`src/hw/rtl/lsf_pkg.sv`:
```
// ----------------------------------------------------------------------------
// Least-squares line fit package
// Widths, step codes, the controller/datapath command and status structs,
// and small helper functions shared by the line-fit modules.
// ----------------------------------------------------------------------------
package lsf_pkg;

    // Sample limit of one data set and the width of the sample counter.
    localparam int unsigned MAX_SAMPLES = 65536;
    localparam int unsigned CNT_W       = $clog2(MAX_SAMPLES + 1);

    // Input and accumulator widths.
    localparam int unsigned IN_W   = 16;
    localparam int unsigned SUM_W  = 32;
    localparam int unsigned SQ_W   = 47;
    // The signed cross sum needs one more bit, since a full set of the most
    // negative pair reaches exactly +2^46.
    localparam int unsigned XY_W   = SQ_W + 1;

    // Fit arithmetic widths.
    localparam int unsigned WIDE_W = 66;
    localparam int unsigned MAG_W  = 64;
    localparam int unsigned PROD_W = 2 * MAG_W;
    localparam int unsigned FRAC_W = 16;
    localparam int unsigned DVD_W  = PROD_W + FRAC_W;
    localparam int unsigned Q_W    = 32;
    localparam int unsigned R2_W   = 17;

    // Iteration counts of the shared multiplier and divider.
    localparam int unsigned MUL_STEPS = MAG_W;
    localparam int unsigned DIV_STEPS = DVD_W;
    localparam int unsigned MUL_CNT_W = $clog2(MUL_STEPS);
    localparam int unsigned DIV_CNT_W = $clog2(DIV_STEPS);

    // Quotient limits.
    localparam logic [Q_W-1:0] CAP_POS = 32'h7FFF_FFFF;
    localparam logic [Q_W-1:0] CAP_NEG = 32'h8000_0000;
    localparam logic [Q_W-1:0] CAP_R2  = 32'd65536;

    // Fit sequence steps.
    localparam int unsigned STEP_W = 4;
    localparam logic [STEP_W-1:0] STEP_N_SXY  = 4'd0;
    localparam logic [STEP_W-1:0] STEP_SX_SY  = 4'd1;
    localparam logic [STEP_W-1:0] STEP_N_SXX  = 4'd2;
    localparam logic [STEP_W-1:0] STEP_SX_SX  = 4'd3;
    localparam logic [STEP_W-1:0] STEP_N_SYY  = 4'd4;
    localparam logic [STEP_W-1:0] STEP_SY_SY  = 4'd5;
    localparam logic [STEP_W-1:0] STEP_GRAD   = 4'd6;
    localparam logic [STEP_W-1:0] STEP_G_SX   = 4'd7;
    localparam logic [STEP_W-1:0] STEP_ICPT   = 4'd8;
    localparam logic [STEP_W-1:0] STEP_NN     = 4'd9;
    localparam logic [STEP_W-1:0] STEP_DXDY   = 4'd10;
    localparam logic [STEP_W-1:0] STEP_R2     = 4'd11;

    typedef struct packed {
        logic              accum;
        logic              clear;
        logic              mul_go;
        logic              div_go;
        logic              load;
        logic [STEP_W-1:0] sel;
    } t_cmd;

    typedef struct packed {
        logic mul_busy;
        logic div_busy;
        logic degenerate;
    } t_stat;

    function automatic logic step_is_div(input logic [STEP_W-1:0] s);
        return (s == STEP_GRAD) || (s == STEP_ICPT) || (s == STEP_R2);
    endfunction

    function automatic logic [MAG_W-1:0] mag66(input logic signed [WIDE_W-1:0] v);
        logic signed [WIDE_W-1:0] a;
        a = v[WIDE_W-1] ? -v : v;
        return a[MAG_W-1:0];
    endfunction

endpackage

```
`src/hw/rtl/lsf_ctrl.sv`:
```
// ----------------------------------------------------------------------------
// Line-fit controller
// Handshakes both channels and steps the datapath through the fit sequence.
// ----------------------------------------------------------------------------
module lsf_ctrl (
    input  logic           i_clk,
    input  logic           i_rst_n,
    input  logic           i_valid,
    input  logic           i_last_sample,
    output logic           o_stall,
    output logic           o_valid,
    input  logic           i_stall,
    output lsf_pkg::t_cmd  o_cmd,
    input  lsf_pkg::t_stat i_stat
);

    localparam logic [1:0] ST_IDLE   = 2'd0;
    localparam logic [1:0] ST_ISSUE  = 2'd1;
    localparam logic [1:0] ST_WAIT   = 2'd2;
    localparam logic [1:0] ST_FINISH = 2'd3;

    logic [1:0]                  r_state;
    logic [1:0]                  n_state;
    logic [lsf_pkg::STEP_W-1:0]  r_step;
    logic [lsf_pkg::STEP_W-1:0]  n_step;
    logic                        r_out_valid;
    logic                        n_out_valid;
    logic                        w_accept;

    always_comb begin
        n_state   = r_state;
        n_step    = r_step;
        o_cmd     = '0;
        o_cmd.sel = r_step;
        w_accept  = (r_state == ST_IDLE) && i_valid;
        o_cmd.accum = w_accept;
        unique case (r_state)
            ST_IDLE: begin
                if (w_accept && i_last_sample) begin
                    n_state = ST_ISSUE;
                    n_step  = lsf_pkg::STEP_N_SXY;
                end
            end
            ST_ISSUE: begin
                o_cmd.mul_go = !lsf_pkg::step_is_div(r_step);
                o_cmd.div_go = lsf_pkg::step_is_div(r_step);
                n_state      = ST_WAIT;
            end
            ST_WAIT: begin
                if (!(i_stat.mul_busy || i_stat.div_busy)) begin
                    if ((r_step == lsf_pkg::STEP_R2)
                        || ((r_step == lsf_pkg::STEP_SY_SY) && i_stat.degenerate)) begin
                        n_state = ST_FINISH;
                    end else begin
                        n_step  = r_step + 1'b1;
                        n_state = ST_ISSUE;
                    end
                end
            end
            ST_FINISH: begin
                if (!r_out_valid || !i_stall) begin
                    o_cmd.load  = 1'b1;
                    o_cmd.clear = 1'b1;
                    n_state     = ST_IDLE;
                end
            end
            default: begin
                n_state = ST_IDLE;
            end
        endcase
        n_out_valid = o_cmd.load | (r_out_valid & i_stall);
    end

    always_ff @(posedge i_clk) begin
        if (!i_rst_n) begin
            r_state     <= ST_IDLE;
            r_step      <= lsf_pkg::STEP_N_SXY;
            r_out_valid <= 1'b0;
        end else begin
            r_state     <= n_state;
            r_step      <= n_step;
            r_out_valid <= n_out_valid;
        end
    end

    assign o_stall = (r_state != ST_IDLE);
    assign o_valid = r_out_valid;

    a_mul_start: assert property (@(posedge i_clk) disable iff (!i_rst_n)
        o_cmd.mul_go |=> i_stat.mul_busy)
        else $error("multiplier did not start");

    a_div_start: assert property (@(posedge i_clk) disable iff (!i_rst_n)
        o_cmd.div_go |=> i_stat.div_busy)
        else $error("divider did not start");

    a_load_out: assert property (@(posedge i_clk) disable iff (!i_rst_n)
        o_cmd.load |=> o_valid)
        else $error("result load did not raise output valid");

endmodule

```
`config.mk`:
```
export PLATFORM = sky130hd
export DESIGN_NAME = lsf_ctrl
export DESIGN_NICKNAME = d
export VERILOG_FILES = /design/src/hw/rtl/lsf_pkg.sv /design/src/hw/rtl/lsf_ctrl.sv
export SDC_FILE = /design/constraint.sdc
export NUM_CORES = 1
export LEC_CHECK = 0
export ABC_AREA = 1
export BUFFER_PORTS_ARGS = -buffer_cell sky130_fd_sc_hd__clkbuf_2
export CAP_MARGIN = 0
export CORE_MARGIN = 3
export CORE_UTILIZATION = 35
export CTS_CLUSTER_SIZE = 12
export DETAILED_ROUTE_END_ITERATION = 7
export MAX_ROUTING_LAYER = met4
export PLACE_DENSITY = 0.62
export SYNTH_ARGS = -nofsm -noshare
export SYNTH_HDL_FRONTEND = slang
export SYNTH_SLANG_ARGS = --single-unit
```
`constraint.sdc`:
```
create_clock -name i_clk -period 3.6 [get_ports i_clk]
set_clock_uncertainty 0.15 [all_clocks]
set_input_delay 0.36 -clock i_clk [delete_from_list [all_inputs] [get_ports i_clk]]
set_output_delay 0.36 -clock i_clk [all_outputs]
set_load 0.01 [all_outputs]
```
Word-level counts from Yosys, hierarchy flattened
Index checks and enable logic that the tools add are counted.
- memory bits (writable): 0
- bits in read-only memories: 0
- input bits: 8
- word-level logic and storage cells: 45
- memories kept: 0
- output and inout bits: 11
- register bits: 7
- bits in latches: 0
- $add $sub $neg: 1
- $lt $le $gt $ge: 0
- equal/unequal tests: 11
- shift-type cells: 0
- reduce and logical (&&, ||, !) cells: 16
- bitwise operators: 2
- divide/modulo/power cells: 0
- multiply operators: 0
- mux-type cells: 12
- operators by type and width (cell ; number):
    $mux W4 ; 3
    $mux W2 ; 5
    $eq A4 B3 Y1 const B ; 2
    $eq A4 B4 Y1 const B ; 2
    $pmux W2 S4 ; 1
    $pmux W4 S2 ; 1
    $ne A2 B2 Y1 const B ; 3
    $logic_or A1 B1 Y1 ; 5
    $add A4 B1 Y4 const B ; 1
    $eq A2 B2 Y1 const B ; 2
    $reduce_and A4 Y1 ; 1
    $reduce_bool A2 Y1 ; 2
    $logic_and A1 B1 Y1 ; 3
    $logic_not A1 Y1 ; 3
    $reduce_and A3 Y1 ; 1
    $eq A2 B1 Y1 const B ; 1
    $logic_not A2 Y1 ; 1
    $mux W1 ; 2
    $ne A2 B1 Y1 const B ; 1
    $and A1 B1 Y1 ; 1
    $or A1 B1 Y1 ; 1

Longest topological paths before layout
Gate-level depths: netlist (run 1).
- depth after elaboration: 6
- depth in mapped cells: 11
- mapped depth without buffers: 11

Worst setup path after synthesis (run 1)
OpenSTA, ideal clock, no wires.
- path type: register to output
- from: register r_step[0] (netlist bit)
- to: output port o_cmd[5] (netlist bit)
- cell stages (with the launch flop): 6
- path buffers: 0
- required time: 3090 ps
- setup slack: 1941 ps
- arrival: 1149 ps
- cell sequence: dfxtp_1 > bufinv_8 > ha_1 > nand3_1 > o211ai_1 > and3_1
- RTL lines (element ; line ; RTL):
    start, declared ; lsf_ctrl.sv:24 ; logic [lsf_pkg::STEP_W-1:0] r_step;
    start signal, assigned ; lsf_ctrl.sv:77 ; r_step <= lsf_pkg::STEP_N_SXY;
    start signal, assigned ; lsf_ctrl.sv:81 ; r_step <= n_step;
    end, declared ; lsf_ctrl.sv:13 ; output lsf_pkg::t_cmd o_cmd,

==> results.tsv, run 1 <==
stage	metric	value	unit
placed_design	dpl.hpwl	872	µm
synthesis	syn_area_per_cell	6.61	µm²
detailed_routing	totalWireLength	1100	µm
power	p_leak	0.000364	µW
floorplanning	die-area	2040	µm²
final_layout	nFillCells	149	
final_layout	area_growth	22.4	%
global_routing	grt_max_degree	8	
synthesis	synthesis.nets	93	
synthesis	muxShareOfSynthArea	0	%
synthesis	yosys.area_share.simple	40.0	%
critical_path	crit_fanout	5	
hold_path	hold_class	input port to register	
synthesis	seq_area_frac_synth	26.2	%
synthesis	synth_fa_ha_area_share	9.35	%
detailed_routing	vias_per_cell	4.50	
placed_design	gp_congestion	0.829	
clock_tree	clk_latency	250	ps
floorplanning	floorplan.rows	13	
critical_path	critPathCaptureType	output pin	
floorplanning	initial_utilization	39.2	%
detailed_routing	drc	0	
floorplanning	die_h	45.1	µm
detailed_routing	dr.pass1.iters	4	
detailed_routing	drt-wirelength-per-cell	9.52	µm
timing	finalSetupViolCount	0	
detailed_routing	num_vias	522	
clock_tree	cts_tree	built	
critical_path	worstPathArrival	1510	ps
global_routing	gr-total-overflow	0	
timing	max_slew.worst_pin.slew	270	ps
global_routing	antenna_found_initial	0	
clock_tree	htreeDepth	1	
critical_path	startpoint_type	register	
final_layout	instances_no_fill	116	
placed_design	dp_cells	112	
timing	slew_viol_final	0	
placed_design	io_buffers	18	
synthesis	yosysWarnings	0	
synthesis	yosysUniqueCellTypes	20	
job	maxCapViolations	0	
synthesis	synth-seq-cells	7	
clock_tree	cts_sinks	7	
clock_tree	cts_resized	0	
floorplanning	fp.coreArea	1370	µm²
critical_path	worstSetupPathType	register to output pin	
status	outcome	finished clean	
power	ir_drop	0.000247	V
clock_tree	clk_path_buf_depth	2	
timing	finalHoldViolCount	0	
synthesis	synth_compound_area_share	8.64	%
final_layout	drive_above_1_share	31.7	%
timing	rsz0062_at_grt	no	
power	power_density	443	nW/µm²
detailed_routing	drt_iter0_drc	9	
synthesis	synth_xor_area_share	0	%
clock_tree	path_clk_slew	50	ps
detailed_routing	postRouteAntennaNets	0	
clock_tree	root_buffer	clkbuf_4	
synthesis	synthCells	81	
global_routing	grt_pass1_vias	425	
timing	fmax	0.494	GHz
timing	finalCritPeriodShare	56.2	%
timing	tns	0	ps
global_routing	grt_pass1_wl	1790	µm
synthesis	synth_area	536	µm²
final_layout	diodes	0	
timing	period_minus_slack	2020	ps
clock_tree	numCtsBuffers	3	
global_routing	grt_usage	12.6	%
synthesis	synth_top_family_by_area	simple AND/OR/NAND/NOR gates	
final_layout	final_nets	114	
floorplanning	dieWidth	45.1	µm
clock_tree	hold_buffers	0	
clock_tree	postCtsSetupRepairBufs	0	
critical_path	critPathRequiredTime	3090	ps
timing	slew_headroom	82.0	%
floorplanning	ios	19	
==> synthesized netlist by cell type <==
cell	number	area (µm²)
inv_1	12	45.0
o21a_1	1	7.51
inv_2	2	7.51
bufinv_8	1	17.5
o21ai_0	1	5.00
and3_1	1	6.26
nand2_2	4	25.0
nand3_1	7	35.0
nor2_2	2	12.5
dfxtp_1	7	140
o211ai_1	1	7.51
nor2_4	1	11.3
nor2_1	9	33.8
buf_4	2	15.0
a31oi_1	1	6.26
a21oi_1	4	20.0
nor3b_1	1	7.51
nand2_4	1	11.3
ha_1	4	50.1
nand2_1	19	71.3
==> report_power, final <==
part / switching, µW / internal [µW] / leakage [µW]
Combinational: 67.9 / 50.6 / 0.000292
Sequential: 13.0 / 87.8 / 0.0000572
Clock: 28.7 / 42.3 / 0.0000150
==> per-layer routing <==
| layer | track usage (%) | wire, µm | vias up |
|---|---|---|---|
| li1 | - | - | 288 |
| met1 | 16.7 | 526 | 214 |
| met2 | 16.9 | 461 | 18 |
| met3 | 5.98 | 98 | 2 |
| met4 | 3.51 | 17 | 0 |
| met5 | - | 0 | - |
==> cell type report <==
cell class / count / area, µm² / share of cell area (%)
multi-input combinational: 57 / 310 / 47.3
sequential: 7 / 140 / 21.4
timing repair buffer: 18 / 90.1 / 13.7
inverter: 15 / 70.1 / 10.7
clock buffer: 4 / 26.3 / 4.01
tap: 15 / 18.8 / 2.86
==> flip-flops by register name, indices dropped and copies added (netlist names) <==
signal / count
o_valid: 1
r_step: 4
r_state: 2
==> worst paths after layout <==
kind                                 from         to  slack, ps  depth (start not counted)
worst max-delay path            r_step[0]   o_cmd[5]       1580                          6
worst min-delay path              i_stall    o_valid        230                          3
worst max register to register  r_step[1]  r_step[0]       1970                         10
worst min register to register    o_valid    o_valid        350                          2
==> layout by cell type (no fill, tap or decap), drive strengths merged <==
cell type / instances
nand2: 24
clkbuf: 22
inv: 14
nor2: 12
nand3: 7
dfxtp: 7
a21oi: 4
ha: 4
bufinv: 1
o211ai: 1
and3: 1
nor3b: 1
a31oi: 1
o21ai: 1
o21a: 1
==> worst max-delay path: stages, from the launching register on <==
cell and delay (ps):
dfxtp_1 390, bufinv_8 220, ha_1 180, nand3_1 80
o211ai_1 120, and3_1 160, clkbuf_2 120
==> kinds of logic after synthesis <==
family / count (synthesis)
AOI/OAI and AO/OA: 8
and+or+nand+nor: 45
buffers and inverters: 17
adders and majority gates: 4
DFF: 7
==> through the flow <==
step	cell area [µm²]	total power (µW)	hold slack, ps	utilization, %	worst slack [ps]
after global placement	629	220	347	46.1	1880
after floorplan	536	192	328	-	1940
after global routing	656	318	250	48.0	1460
after detailed placement	629	221	347	46.1	1840
after CTS	656	293	226	48.0	1570
final	656	290	234	48.0	1580
No activity file was read; power rests on OpenSTA's default activity.
==> run 2, diff against run 1 <==
==> constraint.sdc (replaced) <==
create_clock -name i_clk -period 1.9 [get_ports i_clk]
set_clock_uncertainty 0.15 [all_clocks]
set_input_delay 0.19 -clock i_clk [delete_from_list [all_inputs] [get_ports i_clk]]
set_output_delay 0.19 -clock i_clk [all_outputs]
set_load 0.01 [all_outputs]
==> run 2 against run 1 <==
Net effect: sequential power increased by 100%; highest routed layer is now met3; final area increased by 2.1%; first-iteration DRC count decreased by 44%.
==> results.tsv, run 2 (synthesis results as in run 1) <==
stage	metric	value	unit
detailed_routing	drt-wirelength-per-cell	9.28	µm
timing	slew_viol_final	0	
detailed_routing	postRouteAntennaNets	0	
final_layout	largest_reg_flops	4	
timing	tns	0	ps
final_layout	final_common_cell	nand2_1	
power	power	559	µW
clock_tree	cts_tree	built	
detailed_routing	totalWireLength	1080	µm
floorplanning	dieWidth	45.1	µm
global_routing	gr-total-overflow	0	
global_routing	grt_usage	11.9	%
clock_tree	htreeDepth	1	
power	p_leak	0.000361	µW
power	power_density	835	nW/µm²
timing	finalSetupViolCount	0	
timing	fin_ws	150	ps
critical_path	r2r_setup_slack	350	ps
critical_path	crit_path_end	o_cmd[5]	
floorplanning	initial_utilization	39.2	%
placed_design	io_buffers	18	
clock_tree	postCtsSetupRepairBufs	0	
clock_tree	clk_latency	250	ps
timing	max_slew.worst_pin.slew	269	ps
power	intPower	338	µW
final_layout	drive_above_1_share	35.6	%
critical_path	r2r_start	r_step[1]	
timing	finalHoldViolCount	0	
placed_design	place_ws	280	ps
final_layout	area_growth	25.0	%
clock_tree	cts_sinks	7	
power	p_sw_share	39.5	%
power	pwr-share-seq	36.5	%
power	ir_drop	0.000495	V
critical_path	worstPathArrival	1410	ps
job	maxCapViolations	0	
timing	rsz0062_at_grt	no	
critical_path	crit_fanout	5	
global_routing	antenna_found_initial	0	
power	power_switching	221	µW
critical_path	startpoint_type	register	
hold_path	hold_path.startpoint	i_rst_n	
detailed_routing	drc	0	
critical_path	worstSetupPathType	register to output pin	
floorplanning	fp.coreArea	1370	µm²
clock_tree	numCtsBuffers	3	
critical_path	critPathRequiredTime	1560	ps
critical_path	r2r_end	r_step[0]	
global_routing	grt_max_degree	8	
global_routing	grt_pass1_wl	1680	µm
placed_design	dpl.hpwl	859	µm
final_layout	diodes	0	
critical_path	reg2reg_depth	10	
timing	fmax	0.571	GHz
clock_tree	clk_path_buf_depth	2	
placed_design	gp_congestion	0.794	
hold_path	hold_class	input port to register	
critical_path	worstSetupStartpoint	r_step[0]	
detailed_routing	num_vias	521	
detailed_routing	vias_per_cell	4.49	
floorplanning	die-area	2040	µm²
detailed_routing	dr.pass1.iters	4	
power	pwr-share-comb	38.9	%
critical_path	critPathCaptureType	output pin	
timing	finalCritPeriodShare	92.1	%
status	outcome	finished clean	
floorplanning	ios	19	
timing	slew_headroom	82.0	%
timing	period_minus_slack	1750	ps
clock_tree	root_buffer	clkbuf_4	
detailed_routing	drt_iter0_drc	5	
clock_tree	path_clk_slew	50	ps
final_layout	layout_common_cells	nand2_1, clkbuf_2, inv_1, nor2_1, nand3_1	
power	power_frac_clock	24.6	%
floorplanning	die_h	45.1	µm
global_routing	grt_pass1_vias	409	
final_layout	largest_register	r_step	
final_layout	final_nets	114	
floorplanning	floorplan.rows	13	
## run 2: metal layers
layer / vias up / GRT usage, % / wire length, µm
met5: - / - / 0
li1: 289 / - / -
met2: 13 / 16.4 / 472
met4: 0 / 3.51 / 0
met1: 219 / 14.5 / 520
met3: 0 / 7.17 / 84
## run 2: timing repair
item	4_1_cts	5_1_grt
endpoints found under the setup margin	0	2
hold buffers	0	0
resized for setup	0	8
## run 2: critical path, stage by stage (launching register included)
cell	delay, ps
dfxtp_4	370
ha_1	240
nand3_1	120
o211ai_1	110
and3_1	190
buf_2	130
## run 2: layout make-up
type	instances	area (µm²)
multi-input combinational	57	325
timing repair buffer	18	90.1
fill	142	697
inverter	15	63.8
clock buffer	4	26.3
sequential	7	145
tap	15	18.8
## run 2: worst min-delay path by stage
stage                      end  slack (ps)  cells after the start
global placement       o_valid         320                      3
global route           o_valid          50                      3
finish               r_step[0]          50                      3
CTS                    o_valid          50                      3
floorplan           r_state[0]         160                      1
detailed placement     o_valid         320                      3
## run 2: power groups by stage
stage               combinational [µW]  sequential [µW]  clock, µW
floorplan                          168              195          0
global placement                   225              194          0
detailed placement                 223              194          0
CTS                                224              191        144
global route                       254              207        159
finish                             218              204        137
## run 2: metrics by stage
step           area [µm²]  cells  util (%)  hold WS (ps)
6_report              669    116      49.0          51.3
5_1_grt               669    116      49.0          52.6
4_1_cts               656    116      48.0          46.7
3_5_place_dp          629    112      46.1           317
3_3_place_gp          629    112      46.1           317
2_1_floorplan         536     81         -           158
==> run 3, diff against run 2 <==
--- a/config.mk
+++ b/config.mk
@@ -9,11 +9,11 @@
 export BUFFER_PORTS_ARGS = -buffer_cell sky130_fd_sc_hd__clkbuf_2
 export CAP_MARGIN = 0
 export CORE_MARGIN = 3
-export CORE_UTILIZATION = 35
+export CORE_UTILIZATION = 25
 export CTS_CLUSTER_SIZE = 12
 export DETAILED_ROUTE_END_ITERATION = 7
 export MAX_ROUTING_LAYER = met4
-export PLACE_DENSITY = 0.62
+export PLACE_DENSITY = 0.48
 export SYNTH_ARGS = -nofsm -noshare
 export SYNTH_HDL_FRONTEND = slang
 export SYNTH_SLANG_ARGS = --single-unit
==> run 3 against run 2 <==
Net effect: final area grew 2.4%; utilization shrank 15 points; highest routed layer is now met4; non-clock buffer count is the same; critical path type unchanged; setup slack lost 14 ps.
==> results.tsv, run 3 (synthesis results as in run 1) <==
stage	metric	value	unit
final_layout	final_nets	114	
job	maxCapViolations	0	
final_layout	drive_above_1_share	36.6	%
timing	rsz0062_at_grt	no	
detailed_routing	drt_iter0_drc	2	
power	intPower	334	µW
power	power_frac_clock	24.9	%
critical_path	critPathRequiredTime	1560	ps
timing	finalCritPeriodShare	92.8	%
detailed_routing	num_vias	531	
detailed_routing	totalWireLength	1140	µm
power	power	558	µW
critical_path	worstPathArrival	1420	ps
floorplanning	fp.coreArea	2000	µm²
final_layout	largest_register	r_step	
critical_path	crit_cells	6	
placed_design	dp_cells	124	
global_routing	grt_pass1_vias	443	
global_routing	antenna_found_initial	0	
critical_path	crit_fanout	5	
critical_path	r2r_setup_slack	350	ps
critical_path	r2r_end	r_step[0]	
status	outcome	finished clean	
floorplanning	initial_utilization	26.8	%
critical_path	r2r_start	r_step[1]	
critical_path	critPathCaptureType	output pin	
placed_design	dpl.hpwl	949	µm
clock_tree	numCtsBuffers	3	
floorplanning	ios	19	
clock_tree	clk_latency	250	ps
critical_path	reg2reg_depth	10	
global_routing	gr-total-overflow	0	
critical_path	startpoint_type	register	
final_layout	largest_reg_flops	4	
floorplanning	floorplan.rows	16	
timing	period_minus_slack	1760	ps
global_routing	grt_max_degree	8	
final_layout	final_common_cell	nand2_1	
clock_tree	htreeDepth	1	
critical_path	cpMaxStageDelayCell	dfxtp_2	
placed_design	gp_congestion	0.713	
detailed_routing	dr.pass1.iters	2	
detailed_routing	drt-wirelength-per-cell	8.88	µm
power	ir_drop	0.000444	V
final_layout	diodes	0	
power	power_switching	224	µW
clock_tree	postCtsSetupRepairBufs	0	
timing	fmax	0.567	GHz
timing	finalHoldViolCount	0	
power	pwr-share-comb	38.7	%
clock_tree	clk_path_buf_depth	2	
timing	finalSetupViolCount	0	
detailed_routing	postRouteAntennaNets	0	
timing	max_slew.worst_pin.slew	250	ps
clock_tree	root_buffer	clkbuf_4	
power	p_leak	0.000363	µW
critical_path	crit_path_cell_trace	inv_1, ha_2, nand3_1, o211ai_1, and3_1, buf_2	
critical_path	critPathBufInv	2	
power	p_sw_share	40.2	%
final_layout	layout_common_cells	nand2_1, clkbuf_2, inv_1, nor2_1, nand3_1	
global_routing	grt_usage	9.53	%
power	power_density	814	nW/µm²
timing	slew_viol_final	0	
global_routing	grt_pass1_wl	1880	µm
critical_path	critPathTopFamily	flip-flops	
detailed_routing	drc	0	
clock_tree	path_clk_slew	60	ps
placed_design	io_buffers	18	
floorplanning	die_h	52.3	µm
power	pwr-share-seq	36.5	%
final_layout	nFillCells	238	
critical_path	worstSetupStartpoint	r_step[1]	
critical_path	max_stage_delay	380	ps
timing	slew_headroom	83.3	%
hold_path	hold_class	input port to register	
floorplanning	dieWidth	52.3	µm
critical_path	crit_path_end	o_cmd[5]	
timing	tns	0	ps
detailed_routing	vias_per_cell	4.15	
clock_tree	cts_tree	built	
clock_tree	cts_sinks	7	
final_layout	instances_no_fill	128	
floorplanning	die-area	2730	µm²
critical_path	worstSetupPathType	register to output pin	
final_layout	area_growth	28.0	%
run 3: cell types whose count changed in the layout (fill, tap and decap cells not counted):
cell | previous run | this run
clkbuf_1 | 1 | 0
clkinv_2 | 0 | 1
run 3: power by group through the flow:
stage / combinational, µW / clock, µW / sequential, µW
after floorplan: 168 / 0 / 195
after global placement: 225 / 0 / 195
after detailed placement: 225 / 0 / 196
after CTS: 226 / 147 / 193
after global routing: 252 / 161 / 208
final: 216 / 139 / 204
run 3: cell type report:
class	instances	area, µm²	area share (%)
flip-flops and latches	7	145	21.2
inverters	15	63.8	9.31
repair buffers	18	90.1	13.1
multi-input cells	57	325	47.4
clock buffers	3	22.5	3.28
clock inverters	1	5.00	0.730
well taps	27	33.8	4.93
run 3: worst min-delay path: cells and delay by family:
family	cells	cell delay, ps
compound gates	1	60
buf+inv	1	90
simple gates	1	60
run 3: metal layers:
| metal | wire length, µm | vias up | global-route usage [%] |
|---|---|---|---|
| li1 | - | 287 | - |
| met1 | 489 | 232 | 10.7 |
| met2 | 572 | 10 | 15.3 |
| met3 | 55 | 2 | 4.27 |
| met4 | 19 | 0 | 2.55 |
| met5 | 0 | - | - |
run 3: stage by stage:
step / setup WS, ps / hold WS (ps) / utilization (%) / cell area [µm²]
2_1_floorplan: 401 / 158 / - / 536
3_3_place_gp: 275 / 317 / 32.2 / 644
6_report: 136 / 51.2 / 34.3 / 686
5_1_grt: 28.6 / 51.0 / 34.3 / 686
3_5_place_dp: 241 / 321 / 32.2 / 644
4_1_cts: 5.35 / 47.3 / 33.6 / 673
run 3: repair_timing:
item,CTS,global route
pin swaps,0,2
hold endpoints to repair,0,0
setup endpoints to repair,2,2
hold buffers,0,0
resized for setup,1,7
run 3: worst min path at each step:
| stage | start | end | slack (ps) | cells after the start |
|---|---|---|---|---|
| floorplan | i_rst_n | r_state[0] | 160 | 1 |
| global placement | i_stall | o_valid | 320 | 3 |
| detailed placement | i_stall | o_valid | 320 | 3 |
| CTS | i_stall | o_valid | 50 | 3 |
| global route | i_stall | o_valid | 50 | 3 |
| finish | i_stall | o_valid | 50 | 3 |
